$ cat config.mk
export PLATFORM = sky130hd
export DESIGN_NAME = quadrature_wheel_event_pacer_top
export DESIGN_NICKNAME = d
export VERILOG_FILES = /design/src/qwep_pkg.sv /design/src/qwep_cfg.sv /design/src/qwep_core.sv /design/src/quadrature_wheel_event_pacer_top.sv
export SDC_FILE = /design/constraint.sdc
export NUM_CORES = 1
export LEC_CHECK = 0
export BUFFER_PORTS_ARGS = -buffer_cell sky130_fd_sc_hd__buf_2
export CORE_MARGIN = 3
export CORE_UTILIZATION = 25
export DETAILED_ROUTE_END_ITERATION = 16
export GPL_TIMING_DRIVEN = 0
export SYNTH_ARGS = -nofsm -noshare
export SYNTH_HDL_FRONTEND = slang
export SYNTH_SLANG_ARGS = --single-unit
$ cat constraint.sdc
create_clock -name clk -period 2.18 [get_ports clk]
set_input_delay 0.109 -clock clk [delete_from_list [all_inputs] [get_ports clk]]
set_output_delay 0.109 -clock clk [all_outputs]
set_load 0.01 [all_outputs]
$ cat src/qwep_pkg.sv
// Package for the quadrature wheel event pacer.
// Holds request/result structs, register codes, pin history patterns and the rate table.
// No dependencies.
package qwep_pkg;

  // Register index codes on the configuration port
  typedef enum logic [2:0] {
    CFG_GAP_TICKS     = 3'd0,
    CFG_HOLD_TICKS    = 3'd1,
    CFG_BEAT_TIMEOUT  = 3'd2,
    CFG_PENDING_LIMIT = 3'd3,
    CFG_USAGE_UP      = 3'd4,
    CFG_USAGE_DOWN    = 3'd5
  } cfg_idx_t;

  localparam int CFG_IDX_W  = 3;
  localparam int CFG_DATA_W = 12;

  // Operation codes of an input request
  typedef enum logic {
    OP_TICK = 1'b0,
    OP_POLL = 1'b1
  } op_t;

  typedef struct packed {
    logic       operation;
    logic [1:0] pins;
  } in_item_t;

  typedef struct packed {
    logic       send_valid;
    logic [9:0] usage_code;
    logic       beating;
    logic [2:0] beat_level_out;
    logic [7:0] beat_rate;
  } out_item_t;

  // Configuration register set
  typedef struct packed {
    logic [7:0]  gap_ticks;
    logic [7:0]  hold_ticks;
    logic [11:0] beat_timeout;
    logic [3:0]  pending_limit;
    logic [9:0]  usage_up;
    logic [9:0]  usage_down;
  } cfg_t;

  // Pin history patterns (three pin pairs) marking a full detent
  localparam logic [5:0] HIST_UP_A   = 6'h0B;
  localparam logic [5:0] HIST_UP_B   = 6'h34;
  localparam logic [5:0] HIST_DOWN_A = 6'h07;
  localparam logic [5:0] HIST_DOWN_B = 6'h38;

  localparam logic [9:0] USAGE_RELEASE = 10'd0;

  // Geometric beat rate per level
  function automatic logic [7:0] beat_rate_lookup(input logic [2:0] level);
    logic [7:0] rate;
    case (level)
      3'd0:    rate = 8'd83;
      3'd1:    rate = 8'd96;
      3'd2:    rate = 8'd111;
      3'd3:    rate = 8'd129;
      3'd4:    rate = 8'd150;
      3'd5:    rate = 8'd174;
      3'd6:    rate = 8'd201;
      default: rate = 8'd233;
    endcase
    return rate;
  endfunction

endpackage

$ cat src/qwep_cfg.sv
// Configuration register file of the wheel event pacer.
// Depends on qwep_pkg (cfg_t, cfg_idx_t).
module qwep_cfg import qwep_pkg::*; (
  input  logic                  clk,
  input  logic                  rst_n,
  input  logic                  cfg_we,
  input  logic [CFG_IDX_W-1:0]  cfg_index,
  input  logic [CFG_DATA_W-1:0] cfg_wdata,
  output cfg_t                  cfg
);

  cfg_t cfg_r;
  cfg_t cfg_nxt;

  // Register write decode; unknown indexes are dropped
  always_comb begin
    cfg_nxt = cfg_r;
    if (cfg_we) begin
      case (cfg_idx_t'(cfg_index))
        CFG_GAP_TICKS:     cfg_nxt.gap_ticks     = cfg_wdata[7:0];
        CFG_HOLD_TICKS:    cfg_nxt.hold_ticks    = cfg_wdata[7:0];
        CFG_BEAT_TIMEOUT:  cfg_nxt.beat_timeout  = cfg_wdata[11:0];
        CFG_PENDING_LIMIT: cfg_nxt.pending_limit = cfg_wdata[3:0];
        CFG_USAGE_UP:      cfg_nxt.usage_up      = cfg_wdata[9:0];
        CFG_USAGE_DOWN:    cfg_nxt.usage_down    = cfg_wdata[9:0];
        default:           cfg_nxt = cfg_r;
      endcase
    end
  end

  always_ff @(posedge clk) begin
    if (!rst_n) begin
      cfg_r.gap_ticks     <= 8'd4;
      cfg_r.hold_ticks    <= 8'd12;
      cfg_r.beat_timeout  <= 12'd3570;
      cfg_r.pending_limit <= 4'd8;
      cfg_r.usage_up      <= 10'd233;
      cfg_r.usage_down    <= 10'd234;
    end else begin
      cfg_r <= cfg_nxt;
    end
  end

  assign cfg = cfg_r;

endmodule

$ cat src/qwep_core.sv
// Decode and pacing state of the wheel event pacer: applies one request per cycle while go is high.
// Depends on qwep_pkg (in_item_t, out_item_t, cfg_t, history patterns, rate table).
module qwep_core import qwep_pkg::*; #(
  parameter int BEAT_LEVELS = 8
) (
  input  logic      clk,
  input  logic      rst_n,
  input  logic      go,
  input  in_item_t  item,
  input  cfg_t      cfg,
  output out_item_t result
);

  localparam logic [2:0] LEVEL_TOP   = 3'(BEAT_LEVELS - 1);
  localparam logic [2:0] LEVEL_RESET = (BEAT_LEVELS - 1 < 3) ? 3'(BEAT_LEVELS - 1) : 3'd3;

  logic [1:0]        last_pins_r,   last_pins_nxt;
  logic [5:0]        history_r,     history_nxt;
  logic signed [4:0] queued_r,      queued_nxt;
  logic [7:0]        hold_r,        hold_nxt;
  logic              release_r,     release_nxt;
  logic [2:0]        level_r,       level_nxt;
  logic [11:0]       beat_r,        beat_nxt;

  logic              send;
  logic [9:0]        code;
  logic [5:0]        hist_shift;
  logic              det_up, det_down;
  logic [7:0]        hold_dec;
  logic signed [4:0] lim_pos, lim_neg;

  always_comb begin
    last_pins_nxt = last_pins_r;
    history_nxt   = history_r;
    queued_nxt    = queued_r;
    hold_nxt      = hold_r;
    release_nxt   = release_r;
    level_nxt     = level_r;
    beat_nxt      = beat_r;
    send          = 1'b0;
    code          = USAGE_RELEASE;
    hist_shift    = {history_r[3:0], item.pins};
    det_up        = 1'b0;
    det_down      = 1'b0;
    hold_dec      = hold_r - 8'd1;
    lim_pos       = $signed({1'b0, cfg.pending_limit});
    lim_neg       = -lim_pos;

    if (item.operation == OP_TICK) begin
      // Timers count down
      if (beat_r != 12'd0) beat_nxt = beat_r - 12'd1;
      if (hold_r != 8'd0) begin
        hold_nxt = hold_dec;
        if (hold_dec == cfg.gap_ticks) release_nxt = 1'b1;
      end
      // Pin change shifts history and may complete a detent
      if (item.pins != last_pins_r) begin
        history_nxt   = hist_shift;
        last_pins_nxt = item.pins;
        det_up   = (hist_shift == HIST_UP_A)   || (hist_shift == HIST_UP_B);
        det_down = (hist_shift == HIST_DOWN_A) || (hist_shift == HIST_DOWN_B);
      end
      if (det_up) begin
        if (queued_r < lim_pos) queued_nxt = queued_r + 5'sd1;
        if (level_r < LEVEL_TOP) level_nxt = level_r + 3'd1;
        beat_nxt = cfg.beat_timeout;
      end else if (det_down) begin
        if (queued_r > lim_neg) queued_nxt = queued_r - 5'sd1;
        if (level_r != 3'd0) level_nxt = level_r - 3'd1;
        beat_nxt = cfg.beat_timeout;
      end
    end else if (release_r) begin
      // Poll: a due release goes first
      release_nxt = 1'b0;
      send        = 1'b1;
    end else if (hold_r == 8'd0) begin
      // Poll: pace out one queued detent
      if (queued_r > 5'sd0) begin
        queued_nxt = queued_r - 5'sd1;
        send       = 1'b1;
        code       = cfg.usage_up;
        hold_nxt   = cfg.hold_ticks;
      end else if (queued_r < 5'sd0) begin
        queued_nxt = queued_r + 5'sd1;
        send       = 1'b1;
        code       = cfg.usage_down;
        hold_nxt   = cfg.hold_ticks;
      end
    end
  end

  // Result reflects state after this request
  always_comb begin
    result.send_valid     = send;
    result.usage_code     = code;
    result.beating        = (beat_nxt != 12'd0);
    result.beat_level_out = level_nxt;
    result.beat_rate      = beat_rate_lookup(level_nxt);
  end

  always_ff @(posedge clk) begin
    if (!rst_n) begin
      last_pins_r <= 2'd0;
      history_r   <= 6'd0;
      queued_r    <= 5'sd0;
      hold_r      <= 8'd0;
      release_r   <= 1'b0;
      level_r     <= LEVEL_RESET;
      beat_r      <= 12'd0;
    end else if (go) begin
      last_pins_r <= last_pins_nxt;
      history_r   <= history_nxt;
      queued_r    <= queued_nxt;
      hold_r      <= hold_nxt;
      release_r   <= release_nxt;
      level_r     <= level_nxt;
      beat_r      <= beat_nxt;
    end
  end

endmodule

$ cat src/quadrature_wheel_event_pacer_top.sv
// Quadrature wheel event pacer: top level with input and result registers.
// Depends on qwep_pkg, qwep_cfg and qwep_core.
//
// Usage:
//   Input channel (in_valid/in_stall/in_data) carries one request: a sample
//   tick with the two encoder pins, or a service poll. Each request yields
//   exactly one result on the output channel (out_valid/out_stall/out_data):
//   an optional press/release report plus the beat indicator fields.
//   Configuration registers go in via cfg_we/cfg_index/cfg_wdata; unknown
//   indexes are ignored; write only with no request in flight (not enforced).
// Path: a request accepted into the input register moves, through the
//   combinational update, into the result register once that register is
//   free, and is taken from there.
// Throughput: one request per cycle unless out_stall holds a waiting result;
//   all state updates settle in one combinational pass between the registers.
// Stall: when out_stall holds a waiting result, one more request is held in
//   the input register and in_stall rises only after that.
// Reset (rst_n low, synchronous): registers return to defaults, the queue,
//   timers and history clear, the beat level goes to 3 (or the top level if
//   fewer levels exist), and both channels are empty.
module quadrature_wheel_event_pacer_top import qwep_pkg::*; #(
  parameter int BEAT_LEVELS = 8
) (
  input  logic                  clk,
  input  logic                  rst_n,
  input  logic                  in_valid,
  output logic                  in_stall,
  input  in_item_t              in_data,
  output logic                  out_valid,
  input  logic                  out_stall,
  output out_item_t             out_data,
  input  logic                  cfg_we,
  input  logic [CFG_IDX_W-1:0]  cfg_index,
  input  logic [CFG_DATA_W-1:0] cfg_wdata
);

  cfg_t      cfg;
  in_item_t  in_item_r;
  logic      in_vld_r, in_vld_nxt;
  out_item_t out_item_r;
  out_item_t result;
  logic      out_vld_r, out_vld_nxt;
  logic      advance;
  logic      in_take;

  qwep_cfg u_cfg (
    .clk       (clk),
    .rst_n     (rst_n),
    .cfg_we    (cfg_we),
    .cfg_index (cfg_index),
    .cfg_wdata (cfg_wdata),
    .cfg       (cfg)
  );

  qwep_core #(.BEAT_LEVELS(BEAT_LEVELS)) u_core (
    .clk    (clk),
    .rst_n  (rst_n),
    .go     (advance),
    .item   (in_item_r),
    .cfg    (cfg),
    .result (result)
  );

  // Handshake: request moves on when the result register is empty or being taken
  assign advance  = in_vld_r && (!out_vld_r || !out_stall);
  assign in_stall = in_vld_r && !advance;
  assign in_take  = in_valid && !in_stall;

  always_comb begin
    in_vld_nxt  = in_take ? 1'b1 : (advance ? 1'b0 : in_vld_r);
    out_vld_nxt = advance ? 1'b1 : (out_stall ? out_vld_r : 1'b0);
  end

  always_ff @(posedge clk) begin
    if (!rst_n) begin
      in_vld_r  <= 1'b0;
      out_vld_r <= 1'b0;
    end else begin
      in_vld_r  <= in_vld_nxt;
      out_vld_r <= out_vld_nxt;
    end
  end

  // Payload registers
  always_ff @(posedge clk) begin
    if (in_take) in_item_r <= in_data;
    if (advance) out_item_r <= result;
  end

  assign out_valid = out_vld_r;
  assign out_data  = out_item_r;

  // Checks
  a_no_code_without_send: assert property (@(posedge clk) disable iff (!rst_n)
    out_valid && !out_data.send_valid |-> out_data.usage_code == USAGE_RELEASE)
    else $error("usage code set without a report");

  a_level_in_range: assert property (@(posedge clk) disable iff (!rst_n)
    out_valid |-> out_data.beat_level_out <= 3'(BEAT_LEVELS - 1))
    else $error("beat level beyond top level");

  a_rate_matches_level: assert property (@(posedge clk) disable iff (!rst_n)
    out_valid |-> out_data.beat_rate == beat_rate_lookup(out_data.beat_level_out))
    else $error("beat rate does not match level");

  a_advance_fills_output: assert property (@(posedge clk) disable iff (!rst_n)
    advance |=> out_vld_r)
    else $error("processed request lost before result register");

endmodule

After elaboration in Yosys (flattened, before gate mapping)
Index checks and enable logic that the tools add are counted.
{"block": "classes", "n_addsub": 7, "magnitude_cmp": 5, "eq_ne": 22, "n_mux": 42, "bitwise_logic": 2, "reduce_logical": 33}
{"cell": "$pmux 8 s7", "count": 1}
{"cell": "$mux 12", "count": 4}
{"cell": "$mux 8", "count": 6}
{"cell": "$mux 5", "count": 9}
{"cell": "$reduce_bool 12->1", "count": 2}
{"cell": "$mux 10", "count": 2}
{"cell": "$eq 3x3->1 const B", "count": 5}
{"cell": "$mux 1", "count": 15}
{"cell": "$mux 3", "count": 5}
{"cell": "$eq 3x2->1 const B", "count": 4}
{"cell": "$eq 6x6->1 const B", "count": 2}
{"cell": "$reduce_and 2->1", "count": 6}
{"cell": "$sub 12x1->12 const B", "count": 1}
{"cell": "$reduce_bool 3->1", "count": 3}
{"cell": "$eq 8x8->1", "count": 1}
{"cell": "$logic_not 8->1", "count": 1}
{"cell": "$reduce_bool 8->1", "count": 1}
{"cell": "$sub 8x1->8 const B", "count": 1}
{"cell": "$reduce_and 7->1", "count": 1}
{"cell": "$eq 3x1->1 const B", "count": 2}
{"cell": "$eq 6x3->1 const B", "count": 1}
{"cell": "$eq 6x4->1 const B", "count": 1}
{"cell": "$logic_not 3->1", "count": 2}
{"cell": "$reduce_and 3->1", "count": 2}
{"cell": "other kinds (22)", "count": 33}
{"block": "word_totals", "regBits": 115, "wordCells": 133}

Logic depth before layout (Yosys ltp)
{"block": "depth", "depth_word": 9, "depth_mapped": 10, "ltp_nobuf": 10}

By module
Synthesis repeated with hierarchy kept, for this count alone.
{"block": "unflattened", "hier_cells": 654, "hier_area_um2": 6104.6}
{"module": "qwep_core", "instances": 1, "cells_per_inst": 422, "area_per_inst_um2": 3155.5}
{"module": "qwep_cfg", "instances": 1, "cells_per_inst": 198, "area_per_inst_um2": 2084.5}
{"module": "quadrature_wheel_event_pacer_top", "instances": 1, "cells_per_inst": 34, "area_per_inst_um2": 864.6}

Least setup slack after synthesis
No wires, ideal clock.
{"block": "synth_timing", "kind": "reg-to-reg", "from": "reg u_core.beat_r[0]", "to": "reg out_item_r, in the netlist out_data[11], data pin", "t_arrival_ps": 1998, "required_time_ps": 1905, "slack_ps": -92, "stages_incl_launch_ff": 9, "period_less_slack_ps": 2272, "path_cell_list": "dfxtp_1 inv_1 ha_1 or3b_2 and2_1 a211oi_1 o211ai_1 nor4_1 o221ai_1"}
{"element": "start: declaration", "line_no": "qwep_core.sv:23", "rtl": "logic [11:0] beat_r, beat_nxt;"}
{"element": "start signal: assignment", "line_no": "qwep_core.sv:117", "rtl": "beat_r <= beat_nxt;"}
{"element": "end signal: assignment", "line_no": "quadrature_wheel_event_pacer_top.sv:87", "rtl": "if (advance) out_item_r <= result;"}
{"element": "end: declaration", "line_no": "quadrature_wheel_event_pacer_top.sv:40", "rtl": "out_item_t out_item_r;"}

==> results_dict.tcl <==
set metrics [dict create \
    rsz0062_at_grt "yes" \
    layout-drive-gt1-share_pct 24.4 \
    grt_max_degree 17 \
    fin_util_pct 33.4 \
    r2r_slack_ns -0.27 \
    synth_top_flop_cell "dfxtp_1" \
    min_to "u_cfg.cfg[2]" \
    critPathRequiredTime_ns 2.32 \
    r2r_end "out_data[11]" \
    yosys-top-cells-count "nand2_1 (129), dfxtp_1 (87), nor2_1 (61), a21oi_1 (55), nand3_1 (28)" \
    min_from "cfg_wdata[2]" \
    p_leak_nw 3.05 \
    power.density_nw_per_um2 813 \
    synth_top_cell_by_area "dfxtp_1" \
    rows 55 \
    fin_crit_sh_pct 113 \
    end_kind "flop" \
    area_delta_synth_final_pct 30.7 \
    grt_pass1_vias 4869 \
    slew_headroom_pct 27.3 \
    cts_sinks 113 \
    cts_tree "yes" \
    outcome "finished, violations left" \
    totalPowerFinal_mw 6.19 \
    final_antenna_net_count 0 \
    io_pins 48 \
    fp.dieH_um 159 \
    clock_skew_ns 0.0131 \
    cts_buffer_depth 2 \
    cts_root_buf "clkbuf_16" \
    via_count 5182 \
    antennaDiodeCount 0 \
    gp_congestion 0.849 \
    r2r-start "u_core.beat_r[5]" \
    antenna_found_initial 0 \
    ys.warnings.count 0 \
    nNetsFinal 804 \
    avgSynthCellArea_um2 8.78 \
    max_cap_viol_count 0 \
    wire_per_inst_um 15.4 \
    initial_core_util_pct 25.6 \
    crit_type "reg2reg" \
    dr.first_iter.drc_count 382 \
    synth_area_leaders "dfxtp_1 (30%), edfxtp_1 (13%), nand2_1 (8.3%)" \
    synth_most_common_cell "nand2_1" \
    layout_setup_ws_ns -0.273 \
    timing.fmax_mhz 408 \
    grt_overflow 0 \
    ys_seq_area_share_pct 43.3 \
    syn_inst 664 \
    grt_pass1_wl_mm 26.3 \
    yosysUniqueCellTypes 77 \
    htree_levels 4 \
    post-route-min-period_ns 2.45 \
    cp_max_fo 6 \
    violations "setup timing" \
    synth_area_um2 5830 \
    synth_edf_count 26 \
    hold_path.class "in2reg" \
    dr.pass1.iters 5 \
    clk_latency_ns 0.42 \
    postSynth.asyncResetShare_pct 0 \
    grt_usage_pct 13.4 \
    drc 0 \
    cp-startpoint "u_core.beat_r[5]" \
    worstMarginPinSlew_ns 1.08 \
    rr_worst_depth 6 \
    ys_ff_latch 113 \
    cts-buffers-inserted 17 \
    start_kind "flop" \
    port_buffers 47 \
    synth_fp_nets 706 \
    setup-violations-final 9 \
    pre_cts_slack_ns -0.599 \
    timing_max_transition_violations_final 0 \
    die_x_um 159 \
    vias_per_cell 4.76 \
    dieArea_um2 25200 \
    min_path_cells 3 \
    yosysTopAreaCellShare_pct 29.9 \
    arrival_ns 2.59 \
    hpwl_mm 11.4 \
    path_clk_slew_ns 0.07 \
    hold_violations 0 \
    core_area_um2 22800 \
    routed_wl_mm 16.8 \
    irDropWorstVdd_mv 0.529 \
]
-- worst max path at each step --
stage,to,cells after the start
after floorplan,out_data[11],7
after global placement,out_data[11],6
after detailed placement,out_data[11],6
after CTS,out_data[11],8
after global routing,out_data[11],6
final,out_data[11],6
-- state kept, by name, summed over array words and instances, names as in the netlist --
register and cells:
u_core.level_r 3, u_core.hold_r 8, u_cfg.cfg 52, u_core.beat_r 12, u_core.release_r 1, out_valid 1, in_vld_r 1, out_data 23
u_core.queued_r 5, in_item_r 3, u_core.history_r 4
-- through the flow --
| stage | instance area, um^2 | setup TNS [ns] | hold WS, ns | instances |
|---|---|---|---|---|
| 2_1_floorplan | 5850 | -0.00626 | 0.208 | 664 |
| 3_3_place_gp | 6470 | -9.86 | 0.289 | 1024 |
| 3_5_place_dp | 6470 | -10.50 | 0.290 | 1024 |
| 4_1_cts | 7400 | -0.755 | 0.000535 | 1079 |
| 5_1_grt | 7610 | -1.78 | 0.0145 | 1088 |
| 6_report | 7610 | -0.634 | 0.00648 | 1088 |
-- kinds of logic (layout without fill, tap and decap cells) --
kind of cell | after synthesis | in the layout | synth area share (%)
DFF | 113 | 113 | 43.3
xor gates and xnor gates | 25 | 25 | 3.76
muxes | 17 | 17 | 2.94
adders and majority gates | 19 | 19 | 4.08
AOI/OAI and AO/OA | 145 | 145 | 17.9
buffers and inverters | 53 | 164 | 3.76
and+or+nand+nor | 292 | 292 | 24.3
-- placed cells by master, fill, tap and decap left out, types with 17 or more instances in the layout --
cell       synthesis  routed
nand3_1           28      28
a21oi_1           55      51
buf_4              0      19
clkbuf_16          0      17
nand2_1          129     128
nor2_1            61      59
ha_1              19      17
edfxtp_1          26      26
dfxtp_1           87      80
clkbuf_1          22      18
buf_2              4      49
-- per-layer routing --
metal / vias to the layer above / wire, um / track usage, %
li1: 2577 / - / -
met1: 2458 / 8200 / 18.4
met2: 127 / 7640 / 20.9
met3: 20 / 748 / 3.18
met4: 0 / 210 / 3.69
met5: - / 0 / 0
-- cell type report --
cell class | count | area, um^2
Sequential cell | 113 | 2540
Clock inverter | 15 | 166
Timing Repair Buffer | 81 | 529
Multi-Input combinational cell | 498 | 3340
Timing Repair inverter | 1 | 5.00
Clock buffer | 17 | 425
Buffer | 25 | 115
Fill cell | 2356 | 15200
Tap cell | 313 | 392
Inverter | 25 | 103
-- power by group --
| group | switching (mW) | internal, mW |
|---|---|---|
| clock | 1.18 | 1.63 |
| sequential | 0.0774 | 2.23 |
| combinational | 0.600 | 0.471 |
| total | 1.86 | 4.33 |
-- worst max-delay path, cell delays in order (launching register included) --
cell and delay (ns):
dfxtp_4 0.36, or4_4 0.58, o31a_1 0.32, o211ai_2 0.20, o211ai_1 0.13, nor4_2 0.40, o221ai_2 0.18
-- what timing repair did --
action                     CTS  global route
resized for setup           35            42
setup endpoints to repair   41            50
pin swaps                   18            19
hold endpoints to repair    17             0
hold buffers                11             0
buffers inserted            11            11
cloned                       1             1
(Power assumes the default switching activity.)
